## config.mk

```make
export PLATFORM = sky130hd
export DESIGN_NAME = rotated_image_address_generator
export DESIGN_NICKNAME = d
export VERILOG_FILES = /design/src/rig_pkg.sv /design/src/rotated_image_address_generator.sv
export SDC_FILE = /design/constraint.sdc
export NUM_CORES = 2
export LEC_CHECK = 0
export ABC_CLOCK_PERIOD_IN_PS = 16700
export BUFFER_PORTS_ARGS = -buffer_cell sky130_fd_sc_hd__buf_4
export CAP_MARGIN = 40
export CORE_ASPECT_RATIO = 0.9
export CORE_MARGIN = 2
export CORE_UTILIZATION = 33
export CTS_CLUSTER_DIAMETER = 30
export CTS_CLUSTER_SIZE = 10
export DETAILED_ROUTE_END_ITERATION = 8
export SLEW_MARGIN = 20
export SYNTH_ARGS = -nofsm -noshare
export SYNTH_HDL_FRONTEND = slang
export SYNTH_SLANG_ARGS = --single-unit
```

## constraint.sdc

```tcl
create_clock -name clk -period 16.7 [get_ports clk]
set_clock_uncertainty 0.05 [all_clocks]
set_input_delay 0.835 -clock clk [delete_from_list [all_inputs] [get_ports clk]]
set_output_delay 0.835 -clock clk [all_outputs]
set_load 0.1 [all_outputs]
```

## src/rig_pkg.sv

```systemverilog
// shared widths, register indexes and defaults for the rotated image address generator
package rig_pkg;

	localparam int COORD_W    = 10;
	localparam int SIZE_W     = 11;
	localparam int STRIDE_W   = 13;
	localparam int COEF_W     = 16;
	localparam int OFFSET_W   = 22;
	localparam int CFG_IDX_W  = 3;
	localparam int CFG_DATA_W = 16;

	localparam int MAX_SIZE_DEF  = 1024;
	localparam int FRAC_BITS_DEF = 14;

	// start to done, in cycles
	localparam int PIPE_LAT = 6;

	localparam logic [SIZE_W-1:0]   AREA_SIZE_RST   = SIZE_W'(256);
	localparam logic [STRIDE_W-1:0] SRC_STRIDE_RST  = STRIDE_W'(256);
	localparam logic [STRIDE_W-1:0] DEST_STRIDE_RST = STRIDE_W'(256);
	localparam logic [COEF_W-1:0]   ROT_COS_RST     = COEF_W'(16384);
	localparam logic [COEF_W-1:0]   ROT_NEGSIN_RST  = COEF_W'(0);

	typedef enum logic [CFG_IDX_W-1:0] {
		REG_AREA_SIZE   = 3'd0,
		REG_SRC_STRIDE  = 3'd1,
		REG_DEST_STRIDE = 3'd2,
		REG_ROT_COS     = 3'd3,
		REG_ROT_NEGSIN  = 3'd4
	} cfg_reg_t;

endpackage

```

## src/rotated_image_address_generator.sv

```systemverilog
// inverse-rotation source address generator, six-stage pipeline
// a transfer accepted on start runs through stages s1 to s6, and done rises with its result
// from the stage 6 output registers
// throughput: one destination pixel per cycle, every cycle; busy is always low
// the receiver cannot stall, so nothing in the pipeline ever waits
// reset: arst_n low clears all valid bits at once and loads the register defaults
// (size 256, both strides 256, cos 1.0, negated sine 0)
module rotated_image_address_generator #(
	parameter int FRAC_BITS = rig_pkg::FRAC_BITS_DEF
) (
	input  logic                               clk,
	input  logic                               arst_n,
	// configuration write port
	input  logic                               cfg_we,
	input  logic [rig_pkg::CFG_IDX_W-1:0]      cfg_index,
	input  logic [rig_pkg::CFG_DATA_W-1:0]     cfg_wdata,
	// command side
	input  logic                               start,
	output logic                               busy,
	input  logic [rig_pkg::COORD_W-1:0]        dest_col,
	input  logic [rig_pkg::COORD_W-1:0]        dest_row,
	// result side
	output logic                               done,
	output logic                               copy_enable,
	output logic [rig_pkg::COORD_W-1:0]        src_col,
	output logic [rig_pkg::COORD_W-1:0]        src_row,
	output logic [rig_pkg::OFFSET_W-1:0]       src_offset,
	output logic [rig_pkg::OFFSET_W-1:0]       dest_offset
);

	// centered coordinate: column minus half the size, one sign bit wider
	localparam int OFS_W   = rig_pkg::COORD_W + 1;
	// one rotation product
	localparam int PROD_W  = OFS_W + rig_pkg::COEF_W;
	// sum of two products plus the fixed-point center, with headroom
	localparam int CFIX_W  = rig_pkg::COORD_W + FRAC_BITS + 1;
	localparam int SUM_W   = ((PROD_W + 1 > CFIX_W) ? PROD_W + 1 : CFIX_W) + 1;
	// integer part of the magnitude after truncation
	localparam int QUO_W   = SUM_W - FRAC_BITS;
	localparam int DPROD_W = rig_pkg::COORD_W + rig_pkg::STRIDE_W;
	localparam int SPROD_W = rig_pkg::SIZE_W + rig_pkg::STRIDE_W;

	// ---------------------------------------------------------------
	// configuration registers; the user must write them only while the pipeline is empty, the block does not enforce it
	// ---------------------------------------------------------------
	logic        [rig_pkg::SIZE_W-1:0]   area_size_q;
	logic        [rig_pkg::STRIDE_W-1:0] src_stride_q;
	logic        [rig_pkg::STRIDE_W-1:0] dest_stride_q;
	logic signed [rig_pkg::COEF_W-1:0]   rot_cos_q;
	logic signed [rig_pkg::COEF_W-1:0]   rot_negsin_q;

	always_ff @(posedge clk or negedge arst_n) begin
		if (!arst_n) begin
			area_size_q   <= rig_pkg::AREA_SIZE_RST;
			src_stride_q  <= rig_pkg::SRC_STRIDE_RST;
			dest_stride_q <= rig_pkg::DEST_STRIDE_RST;
			rot_cos_q     <= rig_pkg::ROT_COS_RST;
			rot_negsin_q  <= rig_pkg::ROT_NEGSIN_RST;
		end else if (cfg_we) begin
			case (rig_pkg::cfg_reg_t'(cfg_index))
				rig_pkg::REG_AREA_SIZE: begin
					area_size_q <= cfg_wdata[rig_pkg::SIZE_W-1:0];
				end
				rig_pkg::REG_SRC_STRIDE: begin
					src_stride_q <= cfg_wdata[rig_pkg::STRIDE_W-1:0];
				end
				rig_pkg::REG_DEST_STRIDE: begin
					dest_stride_q <= cfg_wdata[rig_pkg::STRIDE_W-1:0];
				end
				rig_pkg::REG_ROT_COS: begin
					rot_cos_q <= cfg_wdata[rig_pkg::COEF_W-1:0];
				end
				rig_pkg::REG_ROT_NEGSIN: begin
					rot_negsin_q <= cfg_wdata[rig_pkg::COEF_W-1:0];
				end
				default: begin
					// unmapped index, write is dropped
				end
			endcase
		end
	end

	// no back-pressure anywhere: a new transfer is taken every cycle
	assign busy = 1'b0;

	logic accept;
	assign accept = start && !busy;

	// ---------------------------------------------------------------
	// valid bits, one per stage
	// ---------------------------------------------------------------
	logic valid_s1, valid_s2, valid_s3, valid_s4, valid_s5, valid_s6;

	always_ff @(posedge clk or negedge arst_n) begin
		if (!arst_n) begin
			valid_s1 <= 1'b0;
			valid_s2 <= 1'b0;
			valid_s3 <= 1'b0;
			valid_s4 <= 1'b0;
			valid_s5 <= 1'b0;
			valid_s6 <= 1'b0;
		end else begin
			valid_s1 <= accept;
			valid_s2 <= valid_s1;
			valid_s3 <= valid_s2;
			valid_s4 <= valid_s3;
			valid_s5 <= valid_s4;
			valid_s6 <= valid_s5;
		end
	end

	// ---------------------------------------------------------------
	// stage 1: clamp the size, center the coordinates, start the
	// destination offset multiply
	// ---------------------------------------------------------------
	logic [rig_pkg::SIZE_W-1:0]  size_c;
	logic [rig_pkg::COORD_W-1:0] half_c;

	always_comb begin
		// sizes above the supported maximum behave as the maximum
		if (32'(area_size_q) > rig_pkg::MAX_SIZE_DEF) begin
			size_c = rig_pkg::SIZE_W'(rig_pkg::MAX_SIZE_DEF);
		end else begin
			size_c = area_size_q;
		end
		half_c = size_c[rig_pkg::SIZE_W-1:1];
	end

	logic signed [OFS_W-1:0]       ox_s1, oy_s1;
	logic        [rig_pkg::SIZE_W-1:0]  size_s1;
	logic        [rig_pkg::COORD_W-1:0] half_s1;
	logic        [rig_pkg::COORD_W-1:0] dcol_s1;
	logic        [DPROD_W-1:0]     dprod_s1;

	always_ff @(posedge clk) begin
		ox_s1    <= $signed({1'b0, dest_col}) - $signed({1'b0, half_c});
		oy_s1    <= $signed({1'b0, dest_row}) - $signed({1'b0, half_c});
		size_s1  <= size_c;
		half_s1  <= half_c;
		dcol_s1  <= dest_col;
		dprod_s1 <= DPROD_W'(dest_row) * DPROD_W'(dest_stride_q);
	end

	// ---------------------------------------------------------------
	// stage 2: the four rotation products, center in fixed point,
	// destination offset finished
	// ---------------------------------------------------------------
	logic signed [PROD_W-1:0] p_xc_s2, p_yn_s2, p_xn_s2, p_yc_s2;
	logic signed [SUM_W-1:0]  cfix_s2;
	logic [rig_pkg::SIZE_W-1:0]   size_s2;
	logic [rig_pkg::OFFSET_W-1:0] doff_s2;
	logic [DPROD_W-1:0]           dsum_c;

	assign dsum_c = dprod_s1 + DPROD_W'(dcol_s1);

	always_ff @(posedge clk) begin
		p_xc_s2 <= ox_s1 * rot_cos_q;
		p_yn_s2 <= oy_s1 * rot_negsin_q;
		p_xn_s2 <= ox_s1 * rot_negsin_q;
		p_yc_s2 <= oy_s1 * rot_cos_q;
		cfix_s2 <= $signed(SUM_W'(half_s1) << FRAC_BITS);
		size_s2 <= size_s1;
		doff_s2 <= dsum_c[rig_pkg::OFFSET_W-1:0];
	end

	// ---------------------------------------------------------------
	// stage 3: source coordinates in fixed point
	// sx = x*cos + y*nsin + c, sy = -x*nsin + y*cos + c
	// ---------------------------------------------------------------
	logic signed [SUM_W-1:0]      sx_fix_s3, sy_fix_s3;
	logic [rig_pkg::SIZE_W-1:0]   size_s3;
	logic [rig_pkg::OFFSET_W-1:0] doff_s3;

	always_ff @(posedge clk) begin
		sx_fix_s3 <= SUM_W'(p_xc_s2) + SUM_W'(p_yn_s2) + cfix_s2;
		sy_fix_s3 <= SUM_W'(p_yc_s2) - SUM_W'(p_xn_s2) + cfix_s2;
		size_s3   <= size_s2;
		doff_s3   <= doff_s2;
	end

	// ---------------------------------------------------------------
	// stage 4: truncate toward zero and bounds check
	// a value in (-1, 0) truncates to zero and still counts as inside
	// ---------------------------------------------------------------
	logic             x_neg, y_neg;
	logic [SUM_W-1:0] x_mag, y_mag;
	logic [QUO_W-1:0] x_int, y_int;
	logic             x_in, y_in, inside_c;

	always_comb begin
		x_neg    = sx_fix_s3[SUM_W-1];
		y_neg    = sy_fix_s3[SUM_W-1];
		x_mag    = x_neg ? SUM_W'(-sx_fix_s3) : SUM_W'(sx_fix_s3);
		y_mag    = y_neg ? SUM_W'(-sy_fix_s3) : SUM_W'(sy_fix_s3);
		x_int    = x_mag[SUM_W-1:FRAC_BITS];
		y_int    = y_mag[SUM_W-1:FRAC_BITS];
		x_in     = (!x_neg || (x_int == '0)) && (x_int < QUO_W'(size_s3));
		y_in     = (!y_neg || (y_int == '0)) && (y_int < QUO_W'(size_s3));
		inside_c = x_in && y_in;
	end

	logic                         inside_s4;
	logic [rig_pkg::SIZE_W-1:0]   sx_s4, sy_s4;
	logic [rig_pkg::OFFSET_W-1:0] doff_s4;

	always_ff @(posedge clk) begin
		inside_s4 <= inside_c;
		// outside pixels carry zero coordinates so the offset comes out zero
		sx_s4     <= inside_c ? x_int[rig_pkg::SIZE_W-1:0] : '0;
		sy_s4     <= inside_c ? y_int[rig_pkg::SIZE_W-1:0] : '0;
		doff_s4   <= doff_s3;
	end

	// ---------------------------------------------------------------
	// stage 5: source row times stride
	// ---------------------------------------------------------------
	logic                         inside_s5;
	logic [rig_pkg::SIZE_W-1:0]   sx_s5, sy_s5;
	logic [SPROD_W-1:0]           sprod_s5;
	logic [rig_pkg::OFFSET_W-1:0] doff_s5;

	always_ff @(posedge clk) begin
		inside_s5 <= inside_s4;
		sx_s5     <= sx_s4;
		sy_s5     <= sy_s4;
		sprod_s5  <= SPROD_W'(sy_s4) * SPROD_W'(src_stride_q);
		doff_s5   <= doff_s4;
	end

	// ---------------------------------------------------------------
	// stage 6: output registers, offsets wrap at the port width
	// ---------------------------------------------------------------
	logic [SPROD_W-1:0]           ssum_c;
	logic                         inside_s6;
	logic [rig_pkg::COORD_W-1:0]  scol_s6, srow_s6;
	logic [rig_pkg::OFFSET_W-1:0] soff_s6, doff_s6;

	assign ssum_c = sprod_s5 + SPROD_W'(sx_s5);

	always_ff @(posedge clk) begin
		inside_s6 <= inside_s5;
		scol_s6   <= sx_s5[rig_pkg::COORD_W-1:0];
		srow_s6   <= sy_s5[rig_pkg::COORD_W-1:0];
		soff_s6   <= ssum_c[rig_pkg::OFFSET_W-1:0];
		doff_s6   <= doff_s5;
	end

	assign done        = valid_s6;
	assign copy_enable = inside_s6;
	assign src_col     = scol_s6;
	assign src_row     = srow_s6;
	assign src_offset  = soff_s6;
	assign dest_offset = doff_s6;

endmodule

```

==> impl_results.md <==
- Count of final hold-check violations: 0
- Seq cells post-synth: 548
- Worst skew pair latency: 790 ps
- CTS Buf Count: 121
- Avg WL per Cell: 16.9 um
- Area grow syn2layout: 14.4%
- EDFF count, synth: 0
- Clock root buffer: clkbuf_16
- Die height: 384 um
- Setup Crit Path Kind: reg -> reg
- Sink Count: 548
- Tmin final: 6590 ps
- Synth Warn #: 0
- Post-CTS Setup Repair Bufs: 0
- Seq/Total Area, Yosys: 0.214
- Max-Cap Viols: 0
- Most used cell, CP: fa_1
- CTS resizes: 0
- Predominant post-synthesis flop cell: dfxtp_1
- I/O pin count: 110
- Share of cells above drive strength 1: 0.0904
- Status: completed
- DP Worst Slack: 10070 ps
- Area leader, netlist: fa_1
- Cts hold-fix bufs: 1
- DIE AREA: 0.164 mm2
- Final setup vio count: 0
- Synth Net Count: 6904
- Yosys cell types: 74
- Critical Path Fanout Max: 15
- First-pass GRT wire length: 218000 um
- Tcrit/Tclk final: 0.395
- Vias: 36500
- Vias per inst: 4.65
- Clock buffer depth: 3
- Iteration count of the initial detailed-routing pass: 6
- Port bufs: 108
- CP arrival: 7230 ps
- Post-DP HPWL: 106000 um
- Gr ovfl total: 0
- Fmax: 152 MHz
- Syn Area/Cell: 9.61 um2
- Critical path capture point type: flop
- Slew Viols, Final: 0
- Clock-pin slew on the worst setup and hold paths: 50 ps
- Worst-Margin Slew: 810 ps
- Layout net count: 7017
- Initial antenna violation count: 10
- Most numerous cell in the Yosys netlist: inv_1
- Htree depth: 3
- Post-synth ARST share: 0.137
- WL final: 132000 um
- Finished Cell Area: 0.0607 mm2
- Area post-placement: 0.0563 mm2
- CP max stage cell: a221oi_1
- Initial Util: 0.332
- HP Class: in -> reg
- Top cells by count, synth: inv_1, fa_1, nand2_1
- Most area-consuming cells after synthesis: fa_1, dfxtp_1, ha_1
- Initial DRC Count: 2159
- Max transition margin: 0.453
- Worst setup SP type: flop
- Post-Syn Area: 0.0530 mm2
- Core area: 0.160 mm2
- Vias in the first global route: 39300
- Worst path cell trace: clkinv_1 -> buf_4 -> nor2_1 -> fa_1 -> fa_1 -> fa_1 -> fa_1 -> inv_1 -> fa_1 -> inv_1 -> ha_1 -> a21o_1 -> a21o_1 -> a221oi_1 -> a21oi_1 -> nand3_1 -> a31oi_1 -> o21a_1 -> nor2_1 -> xnor2_1
- Post-layout util: 0.380
- Min setup slack post-route: 10110 ps
- GPL Wtd Cong: 0.901
- Crit-path max cell delay: 650 ps
- Family with the most delay on the worst path: adder cells
- RSZ-0062 raised after global routing: false
- Cells after Synth: 5520
- Buf+Inv Stages, Crit Path: 4
- Placement Rows: 139
- Required time worst endpoint: 17350 ps
- Final TNS setup: 0 ps
- # DRC: 0
- Die Width: 427 um
- Synth top area share: 0.323
- GRT Total Usage: 0.169
- CTS tree: done
- Pin count of the biggest net entering global routing: 43
- FILL cells: 15900
- Final ANT Viol Nets: 0
[worst paths after layout]
check                          start       endpoint  slack, ps  cells past startpoint
max                        ox_s1[10]    p_xc_s2[25]      10110                     20
min                            start       valid_s1        120                      1
max reg2reg                ox_s1[10]    p_xc_s2[25]      10110                     20
min reg2reg                 sx_s4[1]       sx_s5[1]        260                      0
max in group asynchronous     arst_n  rot_cos_q[14]      15410                      3
min in group asynchronous     arst_n       valid_s5        520                      2
[worst reg2reg max path, stage by stage (launching register included)]
cell and delay [ps]:
dfxtp_1 570, clkinv_1 570, buf_4 420, nor2_1 160
fa_1 440, fa_1 510, fa_1 430, fa_1 490
inv_1 50, fa_1 480, inv_1 40, ha_1 350
a21o_1 200, a21o_1 180, a221oi_1 650, a21oi_1 280
nand3_1 170, a31oi_1 110, o21a_1 190, nor2_1 110
xnor2_1 120
[cells in the final DEF, fill, tap and decap left out, drive strengths merged, types with 139 or more instances in the layout]
cell type,instances
nand2,596
ha,485
fa,856
buf,178
xnor2,202
clkbuf,141
and2,423
a21oi,139
inv,1173
nor2,214
dfxtp,473
[state kept, by name (all words and copies together), names as in the netlist, 13 cells and up]
| name | flops |
|---|---|
| p_yc_s2 | 27 |
| sx_fix_s3 | 29 |
| doff_s4 | 22 |
| dest_offset | 22 |
| doff_s5 | 22 |
| dest_stride_q | 13 |
| sy_fix_s3 | 29 |
| rot_negsin_q | 16 |
| p_xc_s2 | 27 |
| src_offset | 22 |
| p_yn_s2 | 27 |
| rot_cos_q | 16 |
| doff_s2 | 22 |
| dprod_s1 | 22 |
| doff_s3 | 22 |
| p_xn_s2 | 27 |
| src_stride_q | 13 |
| sprod_s5 | 22 |
[cell type report]
type / instances / area, um2 / share of cell area
Clock inverter: 88 / 1010 / 0.0167
Sequential cell: 548 / 11400 / 0.187
Tap cell: 2115 / 2650 / 0.0436
Inverter: 1134 / 4260 / 0.0702
Multi-Input combinational cell: 3648 / 36700 / 0.605
Antenna cell: 5 / 12.5 / 0.000206
Timing Repair Buffer: 180 / 1440 / 0.0238
Clock buffer: 140 / 3220 / 0.0531
[logic make-up after synthesis]
logic type	Yosys count	synth area share
AOI/OAI and AO/OA	513	0.0617
xor gates and xnor gates	253	0.0418
adders and majority gates	1341	0.437
buffers and inverters	1324	0.0940
DFF	548	0.214
muxes	75	0.0159
other	1	0.0000707
and+or+nand+nor	1465	0.135
[layer usage]
metal / GRT usage / routed length (um)
met5: 0 / 0
met4: 0.0734 / 5370
met3: 0.0337 / 8080
met2: 0.264 / 58800
met1: 0.228 / 60200
[stage by stage]
stage / hold slack [ps] / std cells
6_report: 125 / 7858
5_1_grt: 84.5 / 7858
4_1_cts: 89.2 / 7847
3_5_place_dp: 262 / 7618
3_3_place_gp: 260 / 7603
2_1_floorplan: 260 / 5520
Power is not shown: default switching activity piles up to over one toggle a cycle in this logic, so the estimate is an artifact.
